<file path="src/design/perspective_warp_bilinear_assert.svh">
// ----------------------------------------------------------------------------
// perspective warp assertion macros
// shared concurrent assertion forms for the warp block
// ----------------------------------------------------------------------------
`ifndef PERSPECTIVE_WARP_BILINEAR_ASSERT_SVH
`define PERSPECTIVE_WARP_BILINEAR_ASSERT_SVH

// same-cycle implication
`define PWB_ASSERT_IMPL(label, clk, rst, ante, cons, msg) \
   label: assert property (@(posedge clk) disable iff (rst) (ante) |-> (cons)) \
      else $error(msg);

// next-cycle implication
`define PWB_ASSERT_NEXT(label, clk, rst, ante, cons, msg) \
   label: assert property (@(posedge clk) disable iff (rst) (ante) |=> (cons)) \
      else $error(msg);

`endif

</file>
<file path="src/design/pwb_fifo.sv">
// ----------------------------------------------------------------------------
// pwb_fifo
// small register fifo with first-word fall-through
// ----------------------------------------------------------------------------
`default_nettype none

module pwb_fifo #(
   parameter int WIDTH = 8,
   parameter int DEPTH = 4
) (
   input  logic             clock,
   input  logic             reset,
   input  logic             push,
   input  logic [WIDTH-1:0] din,
   input  logic             pop,
   output logic [WIDTH-1:0] dout,
   output logic             full,
   output logic             empty
);

   localparam int PTR_W = (DEPTH > 1) ? $clog2(DEPTH) : 1;
   localparam int CNT_W = $clog2(DEPTH + 1);

   logic [WIDTH-1:0] mem_ff [DEPTH];
   logic [PTR_W-1:0] wr_ptr_ff, wr_ptr_in, rd_ptr_ff, rd_ptr_in;
   logic [CNT_W-1:0] cnt_ff, cnt_in;

   // pointer and count update
   always_comb begin
      wr_ptr_in = wr_ptr_ff;
      rd_ptr_in = rd_ptr_ff;
      if (push) begin
         wr_ptr_in = (wr_ptr_ff == PTR_W'(DEPTH - 1)) ? '0 : wr_ptr_ff + 1'b1;
      end
      if (pop) begin
         rd_ptr_in = (rd_ptr_ff == PTR_W'(DEPTH - 1)) ? '0 : rd_ptr_ff + 1'b1;
      end
      cnt_in = cnt_ff + CNT_W'(push) - CNT_W'(pop);
   end

   always_ff @(posedge clock) begin
      if (reset) begin
         wr_ptr_ff <= '0;
         rd_ptr_ff <= '0;
         cnt_ff    <= '0;
      end else begin
         wr_ptr_ff <= wr_ptr_in;
         rd_ptr_ff <= rd_ptr_in;
         cnt_ff    <= cnt_in;
      end
   end

   // storage
   always_ff @(posedge clock) begin
      if (push) begin
         mem_ff[wr_ptr_ff] <= din;
      end
   end

   assign dout  = mem_ff[rd_ptr_ff];
   assign full  = (cnt_ff == CNT_W'(DEPTH));
   assign empty = (cnt_ff == '0);

endmodule

`default_nettype wire

</file>
<file path="config.mk">
export PLATFORM = sky130hd
export DESIGN_NAME = pwb_fifo
export DESIGN_NICKNAME = d
export VERILOG_FILES = /design/src/design/perspective_warp_bilinear_assert.svh /design/src/design/pwb_fifo.sv
export SDC_FILE = /design/constraint.sdc
export NUM_CORES = 1
export LEC_CHECK = 0
export CAP_MARGIN = 0
export CORE_ASPECT_RATIO = 0.5
export CORE_UTILIZATION = 55
export CTS_CLUSTER_SIZE = 10
export DETAILED_ROUTE_END_ITERATION = 8
export DONT_BUFFER_PORTS = 1
export HOLD_SLACK_MARGIN = 0.1
export PLACE_DENSITY_LB_ADDON = 0.12
export SYNTH_ARGS = -nofsm -noshare
export SYNTH_HDL_FRONTEND = slang
export SYNTH_SLANG_ARGS = --single-unit
</file>
<file path="constraint.sdc">
create_clock -name clock -period 2 [get_ports clock]
set_input_delay 0.2 -clock clock [delete_from_list [all_inputs] [get_ports clock]]
set_output_delay 0.2 -clock clock [all_outputs]
set_load 0.005 [all_outputs]
</file>
==> results_dict.tcl <==
set metrics [dict create \
    worstPathMaxFanout 2 \
    synth_area_leaders "edfxtp_1 60%, dfxtp_1 11%, mux4_2 11%, ha_1 5.4%, and2_1 1.6%" \
    fin_cells 136 \
    clk_latency_ps 280 \
    min_period_ps 1780 \
    drv_cap 0 \
    initial_core_util_pct 60.0 \
    placedCellCount 120 \
    cts_root_buf "clkbuf_8" \
    drc 0 \
    critical_path_class "flop to flop" \
    h-tree-depth 2 \
    grt_overflow 0 \
    cts_hold_buf 9 \
    rows 13 \
    grt_pass1_vias 784 \
    io_buffers 0 \
    hold_slack_ps 106 \
    vias 733 \
    tritoncts "yes" \
    cts_buffers 5 \
    synth.most_common_cell "edfxtp_1" \
    grt_setup_unrepaired "no" \
    tns_ps 0 \
    place_ws_ps 237 \
    routed_wl_mm 2.47 \
    syn_inst 85 \
    max_freq_ghz 0.563 \
    synth_warnings 0 \
    gp_congestion 0.681 \
    skew_ps 3.46 \
    core_um2 2680 \
    worst_path_largest_cell_delay_ps 390 \
    synth_edf_count 32 \
    grtUsageTotal_pct 18.3 \
    clock-sinks 41 \
    ys_types 18 \
    synth_ff_type "edfxtp_1" \
    num-nets-final 119 \
    p_leak_nw 0.640 \
    postCtsSetupBuffers 0 \
    path_cells "inv_1, ha_1, inv_1, ha_1, fa_1, xor3_1, nor2_1" \
    worst_pin_slew_ps 566 \
    synth-async-reset-ratio_pct 0 \
    antenna_found_initial 0 \
    finalPower_w 0.00168 \
    design.die.area_um2 3160 \
    finalSetupViolations 0 \
    min_period_over_period_pct 88.8 \
    outcome "finished, final reports clean" \
    cpMaxStageDelayCell "fa_1" \
    pin_count 22 \
    worstPathRequired_ps 2220 \
    max_slew_margin_pct 62.2 \
    crit_arrival_ps 1990 \
    syn_to_final_growth_pct 12.2 \
    finalHoldViolCount 0 \
    drv_slew 0 \
    synth_top_area_share_pct 59.6 \
    cp-start-kind "flop" \
    setup.worst_path.end_class "flop" \
    yosysSeqAreaShare_pct 70.8 \
    antennaDiodeCount 0 \
    grt_pass1_wl_mm 3.75 \
    cts_repair_resize_count 0 \
    die_y_um 40.3 \
    dr.first_iter.drc_count 18 \
    crit_family "adder cells" \
    drive_gt1_share_pct 13.1 \
    synthTopCellsByCount "32 x edfxtp_1, 9 x dfxtp_1, 8 x mux4_2, 7 x ha_1, 6 x inv_1" \
    wl_per_cell_um 18.1 \
    avgSynthCellArea_um2 19.0 \
    netlist_area_um2 1610 \
    powerDensity_nw_per_um2 928 \
    dr.pass1.iters 3 \
    clock_path_buffers 2 \
    setup_ws_ps 225 \
    critPathBufInv 2 \
    grt_max_degree 12 \
    synth_seq_cells 41 \
    via_per_inst 5.39 \
    die_w_um 78.6 \
    ir_worst_vdd_mv 0.427 \
    synth_top_area_cell "edfxtp_1" \
    path_clk_slew_ps 60 \
    antenna_left 0 \
    synthesis.nets 105 \
    hpwl_mm 1.71 \
    hp-class "input pin to flop" \
]
placed cells by master (no fill, tap or decap):
cell type / count
dfxtp_1: 9
inv_1: 6
clkbuf_8: 5
nor2b_1: 2
mux4_2: 8
nand2b_1: 2
fa_1: 1
dlygate4sd3_1: 9
edfxtp_1: 32
ha_1: 7
a21oi_1: 2
or3b_1: 2
clkbuf_1: 1
clkinv_1: 1
and2_1: 4
nor2_1: 3
mux2i_1: 2
nor3_1: 1
and3_1: 1
xor3_1: 1
registers in the layout, summed over array words and instances, names as in the netlist, named ones only:
signal	cells
mem_ff	32
cnt_ff	3
rd_ptr_ff	2
wr_ptr_ff	2
logic make-up after synthesis:
group | count (synthesis) | synth area share [%]
DFF | 41 | 70.8
adders and majority gates | 8 | 6.68
AOI/OAI and AO/OA | 2 | 0.621
and+or+nand+nor | 15 | 5.59
muxes | 10 | 12.4
xor gates and xnor gates | 1 | 1.47
buffers and inverters | 8 | 2.41
layer usage:
layer | vias to the layer above | GRT usage [%] | wire [um]
met4 | 0 | 9.72 | 36
met1 | 366 | 18.6 | 1000
met2 | 17 | 34.6 | 1290
met5 | - | 0 | 0
met3 | 5 | 7.27 | 134
li1 | 345 | - | -
final cells by class:
| type | count | area [um2] |
|---|---|---|
| Clock inverter | 1 | 3.75 |
| Sequential cell | 41 | 1140 |
| Timing Repair Buffer | 9 | 90.1 |
| Tap cell | 37 | 46.3 |
| Multi-Input combinational cell | 36 | 432 |
| Clock buffer | 6 | 72.6 |
| Inverter | 6 | 22.5 |
| Fill cell | 193 | 876 |
power by group:
| group | internal (W) | switching, W | total [W] |
|---|---|---|---|
| registers | 0.000972 | 0.0000369 | 0.00101 |
| clock network | 0.000235 | 0.000244 | 0.000478 |
| logic | 0.000109 | 0.0000815 | 0.000190 |
per-stage QoR:
step | utilization, % | area [um2]
finish | 67.4 | 1810
global route | 67.4 | 1810
CTS | 67.4 | 1810
detailed placement | 61.2 | 1640
global placement | 61.2 | 1640
floorplan | - | 1610
worst paths after layout:
check,slack (ps),end,cells past startpoint,startpoint
worst max register to register,220,cnt_ff[2],7,cnt_ff[0]
worst min register to register,520,rd_ptr_ff[0],2,rd_ptr_ff[0]
worst max-delay path,220,cnt_ff[2],7,cnt_ff[0]
worst min-delay path,110,wr_ptr_ff[1],2,push
Note: power is estimated with default switching activity, not from simulation.
